**src/mvna_pkg.sv**
```systemverilog
// shared types and constants of the vertex normal accumulator
package mvna_pkg;

   localparam int MaxVertices = 1024;
   localparam int IdxW        = $clog2(MaxVertices);
   localparam int CountW      = 11;
   localparam int CoordW      = 32;
   localparam int NormW       = 16;
   localparam int SumW        = 24;
   localparam int EdgeW       = CoordW + 1;
   localparam int ProdW       = 2 * EdgeW;
   localparam int CrossW      = ProdW + 1;
   localparam int MagW        = ProdW;
   localparam int UnitW       = 30;
   localparam int SqW         = 62;
   localparam int RootW       = 31;
   localparam int FracW       = 15;
   localparam int NumW        = UnitW + FracW + 1;
   localparam int QuotW       = NumW - UnitW + 1;
   localparam int WideW       = 64;
   localparam int VertW       = 3 * CoordW;
   localparam int SumRowW     = 3 * SumW;

   localparam logic signed [SumW-1:0] AccMax = {1'b0, {(SumW-1){1'b1}}};
   localparam logic signed [SumW-1:0] AccMin = {1'b1, {(SumW-1){1'b0}}};
   localparam logic [NormW-1:0] QuotCap = {1'b0, {(NormW-1){1'b1}}};

   typedef enum logic [1:0] {
      ACT_WRITE = 2'd0,
      ACT_FACE  = 2'd1,
      ACT_READ  = 2'd2,
      ACT_CLEAR = 2'd3
   } mvna_action_type;

   typedef enum logic [1:0] {
      STAT_OK    = 2'd0,
      STAT_RANGE = 2'd1,
      STAT_DEGEN = 2'd2
   } mvna_status_type;

   typedef enum logic [3:0] {
      S_IDLE,
      S_DECODE,
      S_FETCH,
      S_CROSS,
      S_MAG,
      S_SUMRD,
      S_NORM,
      S_SQ,
      S_ROOT_GO,
      S_ROOT_WAIT,
      S_DIV_GO,
      S_DIV_WAIT,
      S_ACC,
      S_CLEAR,
      S_RESP
   } mvna_state_type;

   typedef struct packed {
      mvna_action_type    action;
      logic [IdxW-1:0]    index_a;
      logic [IdxW-1:0]    index_b;
      logic [IdxW-1:0]    index_c;
      logic signed [CoordW-1:0] coord_x;
      logic signed [CoordW-1:0] coord_y;
      logic signed [CoordW-1:0] coord_z;
   } mvna_req_type;

   typedef struct packed {
      logic signed [NormW-1:0] normal_x;
      logic signed [NormW-1:0] normal_y;
      logic signed [NormW-1:0] normal_z;
      mvna_status_type         status;
   } mvna_rsp_type;

   typedef struct packed {
      logic start;
      logic is_div;
   } mvna_rdiv_cmd_type;

endpackage

```
**src/mvna_mul.sv**
```systemverilog
// shared signed multiplier with registered product
module mvna_mul (
   input  logic                              clock,
   input  logic signed [mvna_pkg::EdgeW-1:0] mul_a,
   input  logic signed [mvna_pkg::EdgeW-1:0] mul_b,
   output logic signed [mvna_pkg::ProdW-1:0] prod
);

   logic signed [mvna_pkg::ProdW-1:0] prod_ff;

   always_ff @(posedge clock) begin
      prod_ff <= mul_a * mul_b;
   end

   assign prod = prod_ff;

endmodule

```
**config.mk**
```make
export PLATFORM = sky130hd
export DESIGN_NAME = mvna_mul
export DESIGN_NICKNAME = d
export VERILOG_FILES = /design/src/mvna_pkg.sv /design/src/mvna_mul.sv
export SDC_FILE = /design/constraint.sdc
export NUM_CORES = 2
export LEC_CHECK = 0
export ABC_AREA = 0
export BUFFER_PORTS_ARGS = -buffer_cell sky130_fd_sc_hd__clkbuf_2
export CAP_MARGIN = 20
export CELL_PAD_IN_SITES_DETAIL_PLACEMENT = 2
export CELL_PAD_IN_SITES_GLOBAL_PLACEMENT = 2
export CORE_ASPECT_RATIO = 1.1
export CORE_MARGIN = 2
export CORE_UTILIZATION = 35
export CTS_CLUSTER_SIZE = 40
export DETAILED_ROUTE_END_ITERATION = 8
export PLACE_DENSITY_LB_ADDON = 0.1
export SYNTH_ARGS = -nofsm -noshare
export SYNTH_HDL_FRONTEND = slang
export SYNTH_SLANG_ARGS = --single-unit
export TNS_END_PERCENT = 1
```
**constraint.sdc**
```tcl
create_clock -name clock -period 10.49 [get_ports clock]
set_clock_uncertainty 0.2 [all_clocks]
set_input_delay 2.098 -clock clock [delete_from_list [all_inputs] [get_ports clock]]
set_output_delay 2.098 -clock clock [all_outputs]
set_load 0.005 [all_outputs]
```
# Word-level counts from Yosys, hierarchy flattened
# Index checks and enable logic that the tools add are counted.
[totals]
regBits = 66
out_inout_bits = 66
word_cells = 2
[op_classes]
n_mul = 1
[op_table]
columns = ["cell", "n"]
rows = [
  ["$mul A33 B33 Y66", 1],
]

# Longest topological paths before layout
[depth]
ltp_word = 1
depth_mapped = 27
depth_no_buf = 26

# Worst setup path after synthesis
# No wires, ideal clock.
[synth_timing]
path_kind = "input to register"
start = "in mul_a[32] (netlist bit)"
end = "reg prod_ff (netlist bit prod[62])"
setup_ns = 0.079
arrival_time_ns = 9.255
setup_slack_ns = 0.956
stages = 23
path_buffers = 2
path_cell_list = "clkbuf_1 > nand2_1 > inv_1 > fa_1 > fa_1 > fa_1 > fa_1 > fa_1 > fa_1 > fa_1 > inv_1 > fa_1 > inv_1 > ha_1 > clkbuf_1 > and3_1 > nand3_1 > nand2b_1 > a2111oi_4 > a211oi_4 > a21o_2 > a21o_1 > a211oi_2"
[synth_via]
elab_chain_cells = 1
[synth_rtl]
columns = ["element", "line_no", "rtl"]
rows = [
  ["start, declared", "mvna_mul.sv:4", "input logic signed [mvna_pkg::EdgeW-1:0] mul_a,"],
  ["$mul A33 B33 Y66", "mvna_mul.sv:12", "prod_ff <= mul_a * mul_b;"],
  ["end signal, assigned", "mvna_mul.sv:12", ""],
  ["end, declared", "mvna_mul.sv:9", "logic signed [mvna_pkg::ProdW-1:0] prod_ff;"],
]
# Every way passes these cells.

# Worst setup path in the final report
[layout_timing]
start = "in mul_b[2] (netlist bit)"
end = "reg prod_ff (netlist bit prod[58])"
[layout_via]
elab_chain_cells = 1
[layout_rtl]
columns = ["element", "line_no", "rtl"]
rows = [
  ["start, declared", "mvna_mul.sv:5", "input logic signed [mvna_pkg::EdgeW-1:0] mul_b,"],
  ["$mul A33 B33 Y66", "mvna_mul.sv:12", ""],
]
# Every way passes these cells.

==> impl_metrics.tcl <==
set metrics [dict create \
    ys_seq_elements 66 \
    path_class "in2reg" \
    grt_max_degree 34 \
    regArea_um2 1320 \
    worstHoldPathCells 3 \
    dr.pass1.iters 7 \
    cts_num_sinks 66 \
    tritoncts "yes" \
    syn_to_final_growth_pct 8.74 \
    drive_gt1_share_pct 8.13 \
    cts-root-buf "clkbuf_16" \
    max-cap-violations 0 \
    worstPathMaxFanout 22 \
    synth_area_per_cell_um2 9.39 \
    overflow 0 \
    drtIter0Drc 860 \
    vias 28800 \
    grt.total_usage_pct 24.6 \
    synth_edf_count 0 \
    synth_area_um2 40700 \
    period_share_pct 93.3 \
    multi_input_area_um2 34300 \
    worstPathRequired_ns 10.56 \
    max_freq_mhz 102 \
    portBuffers 132 \
    fin_crit_ns 9.79 \
    clk_pin_slew_ns 0.06 \
    largest_reg_flops 66 \
    ys_types 80 \
    holdCritStartpoint "mul_b[1]" \
    grt_pass1_vias 34700 \
    end_kind "register" \
    numCtsBuffers 9 \
    cp-start-kind "input port" \
    post_cts_buffers 0 \
    synthCells 4338 \
    finalSetupTns_ns 0 \
    wl_per_cell_um 23.3 \
    worst_pin_slew_ns 0.811 \
    ys.flop_type "dfxtp_1" \
    rows 131 \
    async_reset_ff_share_pct 0 \
    die_height_um 362 \
    slew_viol_final 0 \
    final_antenna_net_count 0 \
    cts_hold_buf 0 \
    cts_buffer_depth 2 \
    fillCellCount 12900 \
    die_area_um2 119000 \
    min_path_type "in2reg" \
    layout_common_cells "fa_1 (1144), inv_1 (1131), and2_1 (562), nand2_1 (551), ha_1 (217)" \
    viasPerCell 4.82 \
    ctsResizeCount 0 \
    rsz0062_at_grt "no" \
    wl_mm 139 \
    status "complete, no violations" \
    grt_pass1_wl_mm 217 \
    ios 133 \
    drcViolationCount 0 \
    seq_area_frac_synth_pct 3.24 \
    nets 5865 \
    final_common_cell "fa_1" \
    gp_congestion 0.838 \
    initial_core_util_pct 35.2 \
    setup_viol_count_final 0 \
    place_hpwl_mm 123 \
    die_x_um 329 \
    synth_fp_nets 5767 \
    fp.coreArea_um2 116000 \
    relSlewSlack_pct 45.9 \
    htree_levels 3 \
    min_to "prod[1]$_DFF_P_" \
    antenna_found_initial 5 \
    hold_viol_final 0 \
    ys_warn_count 0 \
    arrival_ns 9.86 \
]
## layer usage
layer  track usage [%]  vias to the layer above  routed length, um
li1                  -                    12500                  -
met1              27.4                    15900              51200
met2              49.4                      298              82400
met3              1.63                      113               1870
met4              6.27                        0               3810
met5                 0                        -                  0
## cells in the mapped netlist (all sizes together), types with 3 or more instances
| library cell | instances | share of area (%) |
|---|---|---|
| a21oi | 61 | 0.80 |
| buf | 13 | 0.17 |
| and3 | 6 | 0.10 |
| ha | 217 | 6.7 |
| clkbuf | 208 | 1.9 |
| a21boi | 3 | 0.083 |
| a31oi | 9 | 0.15 |
| o21bai | 11 | 0.20 |
| xor2 | 25 | 0.54 |
| nand2b | 12 | 0.18 |
| and4 | 5 | 0.11 |
| xnor2 | 43 | 0.92 |
| a211o | 6 | 0.13 |
| nor2b | 5 | 0.077 |
| dfxtp | 66 | 3.2 |
| and2 | 563 | 8.7 |
| a211oi | 11 | 0.27 |
| fa | 1145 | 56 |
| o31ai | 7 | 0.25 |
| nor4 | 3 | 0.083 |
| nand4 | 12 | 0.20 |
| o21ai | 33 | 0.42 |
| nor2 | 68 | 0.63 |
| a21o | 38 | 0.71 |
| or2 | 3 | 0.046 |
| nand3 | 26 | 0.33 |
| o211ai | 5 | 0.13 |
| a221oi | 3 | 0.11 |
| inv | 1131 | 10 |
| or3 | 3 | 0.046 |
| nand2 | 551 | 5.1 |
| nor3 | 7 | 0.086 |
| o21a | 6 | 0.11 |
## how the worst max path moves through the flow
stage               from                to  slack, ns  cells past startpoint
2_1_floorplan  mul_a[32]  prod[62]$_DFF_P_       0.96                     23
3_3_place_gp   mul_b[14]  prod[58]$_DFF_P_       0.41                     23
3_5_place_dp    mul_b[2]  prod[47]$_DFF_P_       0.34                     26
4_1_cts         mul_b[2]  prod[47]$_DFF_P_       0.72                     26
5_1_grt        mul_b[18]  prod[53]$_DFF_P_       0.34                     23
6_report        mul_b[2]  prod[58]$_DFF_P_       0.70                     25
## layout make-up
| cell class | count | area share (%) |
|---|---|---|
| inverter | 1131 | 9.58 |
| timing repair buffer | 308 | 4.98 |
| antenna | 3 | 0.0169 |
| clock inverter | 4 | 0.0621 |
| sequential | 66 | 2.98 |
| tap | 1529 | 4.32 |
| multi-input combinational | 2920 | 77.5 |
| clock buffer | 11 | 0.571 |
## logic make-up (layout without fill, tap and decap cells)
family	Yosys count	count (layout)	synth area share [%]
adders and majority gates	1362	1362	62.9
other	0	3	0
buffers and inverters	1352	1454	12.5
xor gates and xnor gates	68	68	1.46
and+or+nand+nor	1271	1271	15.8
DFF	66	66	3.24
AOI/OAI and AO/OA	219	219	4.07
## critical path: stages
cell      delay [ns]
clkbuf_2        0.40
and2_1          0.31
fa_1            0.49
inv_1           0.06
fa_1            0.53
inv_1           0.05
fa_1            0.47
inv_1           0.06
fa_1            0.54
inv_1           0.06
fa_1            0.48
fa_1            0.51
fa_1            0.50
inv_1           0.05
fa_1            0.61
inv_1           0.08
ha_1            0.41
a21oi_1         0.44
o21ai_1         0.14
a311o_1         0.33
a31o_1          0.27
a211oi_4        0.44
a21oi_2         0.15
nor4b_2         0.28
a311oi_1        0.08
## through the flow
step	setup WS (ns)	cells	hold WS, ns	util (%)	area, um2
2_1_floorplan	0.956	4338	2.03	-	40700
3_3_place_gp	0.414	5954	2.27	38.0	44000
3_5_place_dp	0.345	5954	2.27	38.0	44000
4_1_cts	0.715	5969	2.16	38.3	44300
5_1_grt	0.340	5971	2.19	38.3	44300
6_report	0.699	5972	2.17	38.3	44300
Power is left out: the tool's default activity adds up to more than one toggle a clock period on the data nets, which glitch-free logic cannot reach.
