**config.mk**
```make
export PLATFORM = sky130hd
export DESIGN_NAME = mvna_ram
export DESIGN_NICKNAME = d
export VERILOG_FILES = /design/src/mvna_ram.sv
export SDC_FILE = /design/constraint.sdc
export NUM_CORES = 1
export LEC_CHECK = 0
export BUFFER_PORTS_ARGS = -buffer_cell sky130_fd_sc_hd__buf_2
export CAP_MARGIN = 20
export CORE_ASPECT_RATIO = 0.6
export CORE_UTILIZATION = 40
export DETAILED_ROUTE_END_ITERATION = 12
export PLACE_DENSITY = 0.55
export SLEW_MARGIN = 20
export SYNTH_ARGS = -nofsm -noshare
export SYNTH_HDL_FRONTEND = slang
export SYNTH_SLANG_ARGS = --single-unit
```
**constraint.sdc**
```tcl
create_clock -name clock -period 4.57 [get_ports clock]
set_input_delay 1.1425 -clock clock [delete_from_list [all_inputs] [get_ports clock]]
set_output_delay 1.1425 -clock clock [all_outputs]
set_load 0.01 [all_outputs]
```
**src/mvna_ram.sv**
```systemverilog
// generic single write port ram with registered read
module mvna_ram #(
   parameter int Width = 8,
   parameter int Depth = 16
) (
   input  logic                     clock,
   input  logic                     wr_en,
   input  logic [$clog2(Depth)-1:0] wr_addr,
   input  logic [Width-1:0]         wr_data,
   input  logic [$clog2(Depth)-1:0] rd_addr,
   output logic [Width-1:0]         rd_data
);

   logic [Width-1:0] mem_ff [Depth];
   logic [Width-1:0] rd_data_ff;

   always_ff @(posedge clock) begin
      if (wr_en) begin
         mem_ff[wr_addr] <= wr_data;
      end
      rd_data_ff <= mem_ff[rd_addr];
   end

   assign rd_data = rd_data_ff;

endmodule

```
Yosys cells after proc, flatten, opt, wreduce, memory -nomap -nowiden:

Memories as Yosys holds them, arrays and structs flattened. A register that Yosys moved wholly into a read port is not among the register bits.
Cells that the tools add are included.

* multiplexer cells: 2

Operators by type and width (count)
* 1-bit 2-to-1 mux: 2

* memory bits (writable): 128
* output and inout bits: 8
* bits in registers: 0
* input port bits: 18
* logic and storage cells: 3
* memories kept: 1

Memories
* mem_ff: depth 16, width 8, read ports 1, clocked after memory_dff 1, write ports 1, line 14 `logic [Width-1:0] mem_ff [Depth];`

Logic depth before layout (Yosys ltp):

Gate-level depths: netlist of run 1.

* word-level depth: 2
* depth in mapped cells: 5
* mapped depth without buffers: 3

Least setup slack after synthesis of run 1:

Ideal clock, no wire load.

* path kind: input to register
* start: input port wr_addr[2]
* end: memory mem_ff[0][0] (enable)
* library setup time: 0.383 ns
* arrival: 2.252 ns
* stages: 2
* buffers on the path: 0
* setup slack: 1.935 ns
* cells stage by stage: or3b_2 nor3_1

RTL lines
* from (decl): line 8 `input logic [$clog2(Depth)-1:0] wr_addr,`
* to (decl): line 14

No word-level cell before the write port.

==> results by group, run 1 <==
Synthesis
  – Async SR Flop Fraction: 0%
  – Unique masters post-synth: 19
  – Synth area leader: edfxtp_1
  – Yosys top cell area share: roughly three quarters
  – Compound-Gate Fraction of Synth Area: roughly 2.3%
  – Largest cells by area after synthesis: edfxtp_1 75%, mux4_2 7.9%, mux4_1 7.1%
  – Seq cells post-synth: 136
  – Synthesized area: approximately 5100 sq um
  – Number of flops mapped to enable cells by yosys: 128
  – XOR/XNOR Fraction of Synth Area: 0%
  – Post-Syn Instances: ~230
  – Post-synth top cells: 128 x edfxtp_1, 18 x mux4_2, 16 x a22oi_1
  – Seq/Total Area, Yosys: approximately 78%
  – Most frequent cell after synthesis: edfxtp_1
  – Post-synthesis mux area share: between 10% and 20%
  – Adder-cell area share of the yosys netlist: 0%
  – Largest family of logic cells by synthesized area: multiplexers
  – Yosys warns: 0
  – Main synth FF type: edfxtp_1
  – Synthesized area per cell: between 20 and 25 sq um
  – Post-Syn Nets: around 250
  – Post-Synth Simple-Gate Area: approximately 3.2%

Detailed routing
  – DR iter-0 viols: roughly 200
  – DR WL met3: 704 um
  – Via Count: between 2k and 2.5k
  – DR pass1 iterations: 4
  – M1 wire length: between 4000 and 5000 um
  – Final ANT Viol Nets: 0
  – Drt total wl: between 10000 and 15000 um
  – Number of remaining DRC errors: 0
  – Via density: between 5 and 6
  – WL per Instance: roughly 24 um
  – Met2 wire length: roughly 4700 um
  – Highest Signal Layer: met4

Floorplanning
  – I/O pin cnt: 26
  – Die height: about 90 um
  – Row cnt: 31
  – Initial core utilization: 41.86%
  – Width of the die: 148.5 um
  – Core Footprint: between 10000 and 15000 sq um
  – Die footprint: around 13000 sq um

Pwr
  – Lkg Pwr: approximately 0.0020 uW
  – PD cells: about 500 nW/um^2
  – VDD IR max: between 0.0002 and 0.0003 V

Clock tree
  – Worst-path clk slew: 60 ps
  – Total of cells resized after clock tree synthesis: 0
  – Hold_buf cts: 0
  – Root Driver: clkbuf_16
  – Clk buf depth: 2
  – H-tree levels: 4
  – CTS Buf Count: 17
  – Clk Latency, worst-skew pair: approximately 410 ps
  – CTS Sinks: 136
  – CTS tree: yes
  – Number of buffers added for setup after CTS: 0

Worst setup path
  – Worst path slowest cell: mux4_1
  – Critical-path cell list: buf_2, buf_4, mux4_1, a22oi_1, nand2_1
  – Worst Setup Start Kind: input port
  – Max incr delay on CP: 590 ps
  – Cell family with most CP delay: buffers and inverters
  – CP bufs+invs: 2
  – Crit path arrival time: between 2000 and 3000 ps
  – Path type of the worst setup path: input port to flip-flop
  – Required time worst endpoint: approximately 5000 ps
  – Worst-path fanout max: 20
  – Crit. End Element: flip-flop

Place
  – Placed cells: about 410
  – HPWL after DPL: around 6700 um
  – GP Congestion: 0.6846
  – Pre-CTS WS: about 1400 ps
  – PortBufs: 25

Finish
  – Area grow syn2layout: 17.21%
  – Layout cells sized above 1: roughly 28%
  – Fin cells: between 400 and 500
  – Ant. Diodes: 0
  – Fin nets: 284

Timing
  – Hold slack: between 600 and 700 ps
  – Period Utilization, post-route: between 50% and 60%
  – Period minus WS final: 2670 ps
  – Post-route setup TNS: 0 ps
  – Fmax: ~370 MHz
  – Slew Limit Headroom: 30.65%
  – Slew Limit Fails: 0
  – Final hold violation count: 0
  – RSZ-0062 raised after global routing: false
  – Endpoints failing setup: 0
  – Final setup margin: around 1900 ps
  – Slew @ Worst Pin: around 1000 ps
  – Setup Skew: between 5 and 6 ps

Global routing
  – Pin count of the biggest net entering global routing: 33
  – Grt total ovfl: 0
  – Vias in the first global route: ~2.5k
  – Gr usage total: approximately 17%
  – First-pass GRT wire length: roughly 16000 um
  – Initial antenna violation count: 0

Flow run
  – Max_cap viols: 0

Outcome
  – Status: completed

Hold path
  – Worst hold path type: flip-flop to flip-flop
## layout by cell type (no fill, tap or decap), types with 2 or more instances in the layout
master	count
a22oi_1	16
buf_2	25
buf_4	3
bufinv_16	4
clkbuf_16	17
clkinv_1	2
clkinv_2	2
clkinv_4	2
clkinvlp_4	2
dfxtp_1	8
edfxtp_1	128
mux4_1	14
mux4_2	18
nand2_1	9
nand2b_1	2
nand3b_1	2
nor2_1	13
nor3_1	2
nor3_2	2
## worst paths after layout
path / start / endpoint / slack (ps) / cells past startpoint
hold reg to reg: mem_ff[0][5]$_DFFE_PP_ / rd_data[5]$_DFF_P_ / 690 / 3
setup reg to reg: mem_ff[10][7]$_DFFE_PP_ / rd_data[7]$_DFF_P_ / 3190 / 3
setup / recovery: rd_addr[0] / rd_data[4]$_DFF_P_ / 1900 / 5
hold / removal: mem_ff[0][5]$_DFFE_PP_ / rd_data[5]$_DFF_P_ / 690 / 3
## metal layers
layer	global-route usage, %	vias up
li1	-	1051
met1	25.94	1280
met2	24.38	70
met3	4.772	11
met4	6.443	0
met5	0	-
## state kept, by name (all words and copies together) (netlist names)
signal and flops:
mem_ff 128, rd_data 8
## report_power, final
group	total, uW	switching [uW]	internal (uW)
Combinational	127	76.5	50.6
Clock	1410	504	906
Sequential	1400	8.44	1390
## final cells by class
type	count	area, sq um
Fill cell	996	6262
Sequential cell	136	4004
Multi-Input combinational cell	83	1067
Clock buffer	18	429.2
Tap cell	165	206.4
Clock inverter	13	178.9
Timing Repair Buffer	28	147.6
## tightest hold or removal path, stage by stage (launching register included)
cell,delay [ps]
edfxtp_1,310
mux4_1,210
a22oi_1,80
nand2_1,70
## stage by stage
step / power [uW] / instance area, sq um / util [%]
floorplan: 1501 / 5147 / -
CTS: 2965 / 6033 / 49.07
finish: 2941 / 6033 / 49.07
detailed placement: 1560 / 5425 / 44.12
global placement: 1556 / 5425 / 44.12
global route: 3025 / 6033 / 49.07
## cells by family after synthesis
kind of cell,Yosys count
AO/OA/AOI/OAI,16
AND/OR/NAND/NOR,35
multiplexers,32
flip-flops,136
buffers and inverters,10
(Power assumes the default switching activity.)
==> run 2, diff against run 1 <==
- clock period: 4.57 -> 2.7 ns (I/O delays scaled with it)
==> run 2 against run 1 <==
Clock power is 59% higher; design area is 1.8% higher; first-iteration DRC count is 33% higher; core utilization is 0.90 points higher; wire length is 1.6% higher.
==> results by group, run 2 (synthesis results as in run 1) <==
Pwr
  – PD cells: 790.2 nW/um^2 (+62%)
  – Logic gate share of total power: 4.8% (+0.5 points)
  – VDD IR max: 0.0004237 V (+68%)
  – Switch Pwr: 959.3 uW (+63%)
  – Seq pwr share: 48.9% (+1.2 points)
  – Pint: 3895 uW (+66%)
  – Switching Fraction: 19.76% (-0.26 points)
  – Lkg Pwr: 0.002089 uW (+4.3%)
  – Clock Power Share: 46.2% (-1.8 points)

Detailed routing
  – Drt total wl: 10650 um (+1.6%)
  – Final ANT Viol Nets: 0 (unchanged)
  – Via Count: 2431 (+0.79%)
  – Via density: 5.251 (-3.6%)
  – Number of remaining DRC errors: 0 (unchanged)
  – DR iter-0 viols: 261 (+33%)
  – WL per Instance: 23.00 um (-2.8%)
  – DR pass1 iterations: 4 (unchanged)

Worst setup path
  – Flop-to-flop setup slack: 1350 ps (-1840 ps)
  – Required time worst endpoint: 2990 ps (-1870 ps)
  – Crit. End Element: flip-flop
  – Worst-path fanout max: 16 (-20%)
  – Worst Setup Start Kind: input port
  – Crit path arrival time: 2000 ps (-960 ps)
  – Path type of the worst setup path: input port to flip-flop

Outcome
  – Status: completed

Place
  – Placed cells: 431 (+4.6%)
  – PortBufs: 25 (unchanged)
  – HPWL after DPL: 6940 um (+3.2%)
  – GP Congestion: 0.7258 (+6.0%)

Timing
  – Fmax: 584.7 MHz
  – Slew Limit Headroom: 49.78% (+19 points)
  – Period Utilization, post-route: a little under two thirds
  – Hold slack: 678.8 ps (-8.005 ps)
  – Period minus WS final: ~1700 ps
  – Final hold violation count: 0 (unchanged)
  – Endpoints failing setup: 0 (unchanged)
  – RSZ-0062 raised after global routing: false
  – Slew @ Worst Pin: 751.8 ps (-284.6 ps)
  – Slew Limit Fails: 0 (unchanged)
  – Post-route setup TNS: 0 ps (unchanged)
  – Setup Skew: 9.011 ps (+3.039 ps)

Floorplanning
  – Row cnt: 31 (unchanged)
  – Width of the die: 148.5 um (unchanged)
  – Die footprint: 13340 sq um (unchanged)
  – Core Footprint: 12300 sq um (unchanged)
  – Initial core utilization: 41.86% (unchanged)
  – Die height: 89.87 um (unchanged)
  – I/O pin cnt: 26 (unchanged)

Flow run
  – Max_cap viols: 0 (unchanged)

Finish
  – Fin cells: 463 (+4.5%)
  – Ant. Diodes: 0 (unchanged)
  – Register area: 4004 sq um (unchanged)
  – Commonest non-fill, non-tap cells in the layout: 128 x edfxtp_1, 25 x buf_2, 21 x buf_4
  – Area grow syn2layout: 19.35%
  – Fillers: 980 (-1.6%)
  – Area occupied by multi-input gates: 1057 sq um (-0.94%)
  – Top reg by flops: mem_ff
  – Fin nets: 303 (+6.7%)
  – Commonest non-fill, non-tap cell in the layout: edfxtp_1
  – Max FFs per register: 128 (unchanged)
  – Layout cells sized above 1: 30.87% (+3.2 points)

Clock tree
  – CTS Sinks: 136 (unchanged)
  – Total of cells resized after clock tree synthesis: 0 (unchanged)
  – Root Driver: clkbuf_16
  – Clk buf depth: 2 (unchanged)
  – CTS Buf Count: 17 (unchanged)
  – CTS tree: yes
  – Number of buffers added for setup after CTS: 0 (unchanged)
  – H-tree levels: 4 (unchanged)
  – Worst-path clk slew: 60 ps (about the same)
  – Clk Latency, worst-skew pair: 410 ps (about the same)
  – Hold_buf cts: 0 (unchanged)

Global routing
  – Grt met2 use: 23.60% (-0.78 points)
  – Grt total ovfl: 0 (unchanged)
  – First-pass GRT wire length: 15680 um (-1.7%)
  – Met1 Track Usage GR: 26.11% (+0.18 points)
  – Pin count of the biggest net entering global routing: 21 (-36%)
  – Initial antenna violation count: 0 (unchanged)
  – GR peak layer: met1
  – Vias in the first global route: 2388 (-4.9%)
  – Met3 usage: 7.310% (+2.5 points)
  – Gr usage total: 17.56% (+0.12 points)

Hold path
  – Worst hold path type: input port to flip-flop
run 2: cell types whose count changed in the layout (fill, tap and decap cells not counted):
cell and delta:
nor3_1 +2, clkbuf_1 +3, buf_12 +1, inv_6 -1, clkinv_4 -2, nor3_2 -2
clkinv_2 +2, bufinv_16 -1, buf_4 +18
run 2: worst paths after layout:
check / startpoint / endpoint / cells past startpoint
max reg2reg: mem_ff[5][2]$_DFFE_PP_ / rd_data[2]$_DFF_P_ / 3
max: rd_addr[1] / rd_data[2]$_DFF_P_ / 5
min reg2reg: mem_ff[8][4]$_DFFE_PP_ / rd_data[4]$_DFF_P_ / 3
min: wr_data[1] / mem_ff[4][1]$_DFFE_PP_ / 1
run 2: per-stage QoR:
stage / cell area (sq um) / setup WS, ps / utilization [%] / total power, uW
3_5_place_dp: 5570 / 550.9 / 45.30 / 2657
3_3_place_gp: 5570 / 544.4 / 45.30 / 2653
4_1_cts: 6143 / 979.3 / 49.96 / 4897
2_1_floorplan: 5147 / 532.1 / - / 2541
5_1_grt: 6143 / 934.2 / 49.96 / 5017
6_report: 6143 / 989.6 / 49.96 / 4854
run 2: final cells by class:
class                      count  share of cell area [%]
timing repair buffer          47                   4.929
clock inverter                11                   2.159
tap                          165                   3.360
clock buffer                  21                   7.169
sequential                   136                   65.17
multi-input combinational     83                   17.21
run 2: power by group through the flow:
| stage | Clock [uW] | Sequential, uW | Combinational (uW) |
|---|---|---|---|
| after floorplan | 0 | 2420 | 120 |
| after global placement | 0 | 2420 | 234 |
| after detailed placement | 0 | 2420 | 237 |
| after CTS | 2280 | 2380 | 237 |
| after global routing | 2380 | 2380 | 254 |
| final | 2240 | 2380 | 235 |
run 2: layer usage:
layer,share of wire [%],wire (um)
met1,50,5352
met2,43,4574
met3,6.2,658
met4,0.59,63
met5,0,0
run 2: worst max-delay path, cell delays in order:
cell and delay (ps):
buf_2 360, buf_4 260, mux4_1 370, a22oi_1 240, nand2_1 80
==> run 3, diff against run 2 <==
- PLACE_DENSITY: 0.55 -> 0.57
- clock period: 2.7 -> 1.5 ns (I/O delays scaled with it)
==> run 3 against run 2 <==
Worst hold slack got worse by 320 ps; register-to-register slack got worse by 1200 ps; worst setup slack got worse by 860 ps; critical endpoint is now rd_data[6]; largest power group unchanged; clock skew is 4.3 ps lower.
==> results by group, run 3 (synthesis results as in run 1) <==
Finish
  – Area grow syn2layout: 23.60%
  – Ant. Diodes: 0 (unchanged)
  – Fin cells: 473 (+2.2%)
  – Commonest non-fill, non-tap cell in the layout: edfxtp_1
  – Fillers: 958 (-2.2%)
  – Fin nets: 314 (+3.6%)
  – Max FFs per register: 128 (unchanged)
  – Top reg by flops: mem_ff
  – Layout cells sized above 1: 35.71% (+4.8 points)
  – Commonest non-fill, non-tap cells in the layout: 128 x edfxtp_1, 26 x buf_4, 25 x buf_2

Worst setup path
  – Crit. End Element: output port
  – Path type of the worst setup path: flip-flop to output port
  – Max incr delay on CP: 410 ps (+40 ps)
  – Crit path arrival time: 990 ps (-1010 ps)
  – Required time worst endpoint: 1120 ps (-1870 ps)
  – Worst Setup Start Kind: flip-flop
  – CP bufs+invs: 1 (-1)
  – Worst-path fanout max: 1 (-15)
  – Worst path slowest cell: dfxtp_1
  – Critical-path cell list: buf_2
  – Cell family with most CP delay: flip-flops

Timing
  – Final hold violation count: 0 (unchanged)
  – Period Utilization, post-route: 91.17%
  – Setup Skew: 4.728 ps (-4.282 ps)
  – Final setup margin: 132.5 ps (-857.1 ps)
  – Slew Limit Headroom: 46.52% (-3.3 points)
  – Slew @ Worst Pin: 800.5 ps (+48.74 ps)
  – Hold slack: 354.2 ps (-324.6 ps)
  – RSZ-0062 raised after global routing: false
  – Endpoints failing setup: 0 (unchanged)
  – Period minus WS final: about 1400 ps
  – Slew Limit Fails: 0 (unchanged)
  – Fmax: 731.2 MHz

Global routing
  – Grt total ovfl: 0 (unchanged)
  – Vias in the first global route: 2630 (+10%)
  – Gr usage total: 17.80% (+0.24 points)
  – First-pass GRT wire length: 16370 um (+4.4%)
  – Initial antenna violation count: 0 (unchanged)
  – Pin count of the biggest net entering global routing: 17 (-19%)

Pwr
  – PD cells: 1411 nW/um^2 (+79%)
  – VDD IR max: 0.0008216 V (+94%)
  – Lkg Pwr: 0.002199 uW (+5.2%)
  – Pwr Total: 8980 uW (+85%)

Clock tree
  – Clk buf depth: 2 (unchanged)
  – Hold_buf cts: 0 (unchanged)
  – Total of cells resized after clock tree synthesis: 0 (unchanged)
  – H-tree levels: 4 (unchanged)
  – CTS Buf Count: 17 (unchanged)
  – Clk Latency, worst-skew pair: 400 ps (about the same)
  – Root Driver: clkbuf_16
  – Number of buffers added for setup after CTS: 0 (unchanged)
  – Worst-path clk slew: 60 ps (about the same)
  – CTS tree: yes
  – CTS Sinks: 136 (unchanged)

Floorplanning
  – Die height: 89.87 um (unchanged)
  – Die footprint: 13340 sq um (unchanged)
  – I/O pin cnt: 26 (unchanged)
  – Core Footprint: 12300 sq um (unchanged)
  – Width of the die: 148.5 um (unchanged)
  – Row cnt: 31 (unchanged)
  – Initial core utilization: 41.86% (unchanged)

Place
  – HPWL after DPL: 7148 um (+3.0%)
  – Pre-CTS WS: -261.2 ps (-812.0 ps)
  – GP Congestion: 0.7495 (+3.3%)
  – Placed cells: 442 (+2.6%)
  – PortBufs: 25 (unchanged)

Outcome
  – Status: completed

Detailed routing
  – DR iter-0 viols: 187 (-28%)
  – Number of remaining DRC errors: 0 (unchanged)
  – Via Count: 2510 (+3.2%)
  – DR pass1 iterations: 4 (unchanged)
  – WL per Instance: 22.62 um (-1.6%)
  – Via density: 5.307 (+1.1%)
  – Drt total wl: 10700 um (+0.50%)
  – Final ANT Viol Nets: 0 (unchanged)

Hold path
  – Worst hold path type: input port to flip-flop

Flow run
  – Max_cap viols: 0 (unchanged)
==> run 3: cell count changes in the layout (fill, tap and decap cells not counted), moves of 2 or more <==
cell / delta
buf_12: +6
buf_4: +5
clkinvlp_4: -2
nor2_1: -3
nor2_2: +3
nor3_1: -3
nor3_2: +2
==> run 3: area by class of cell <==
type / instances / area [sq um] / share of cell area [%]
timing repair buffer: 58 / 460.4 / 7.237
clock inverter: 10 / 152.6 / 2.399
multi-input combinational: 83 / 1089 / 17.11
tap: 165 / 206.4 / 3.245
clock buffer: 21 / 450.4 / 7.080
sequential: 136 / 4004 / 62.93
==> run 3: per-layer routing <==
layer  global-route usage [%]  up-vias  wire length (um)
met5                        0        -                 0
met4                    5.928        0               102
met3                    4.112       10               445
met2                    25.43       55              4909
met1                    26.80     1330              5243
li1                         -     1115                 -
==> run 3: stage by stage <==
| step | util [%] | setup TNS [ps] | cell area, sq um |
|---|---|---|---|
| 2_1_floorplan | - | -52.94 | 5186 |
| 3_3_place_gp | 46.84 | -6338 | 5759 |
| 3_5_place_dp | 46.84 | -6393 | 5759 |
| 4_1_cts | 51.75 | 0 | 6362 |
| 5_1_grt | 51.75 | 0 | 6362 |
| 6_report | 51.75 | 0 | 6362 |
==> run 3: worst paths after layout <==
path,from,to,slack (ps),cells past startpoint
hold reg to reg,mem_ff[8][2]$_DFFE_PP_,rd_data[2]$_DFF_P_,670,3
setup / recovery,rd_data[6]$_DFF_P_,rd_data[6],130,1
setup reg to reg,mem_ff[3][7]$_DFFE_PP_,rd_data[7]$_DFF_P_,160,3
hold / removal,wr_data[4],mem_ff[6][4]$_DFFE_PP_,350,1
==> run 3: report_power, final <==
part	internal [uW]	switching, uW	leakage (uW)
Clock	2800	1460	0.000298
Combinational	198	243	0.000677
Sequential	4250	28.4	0.00122
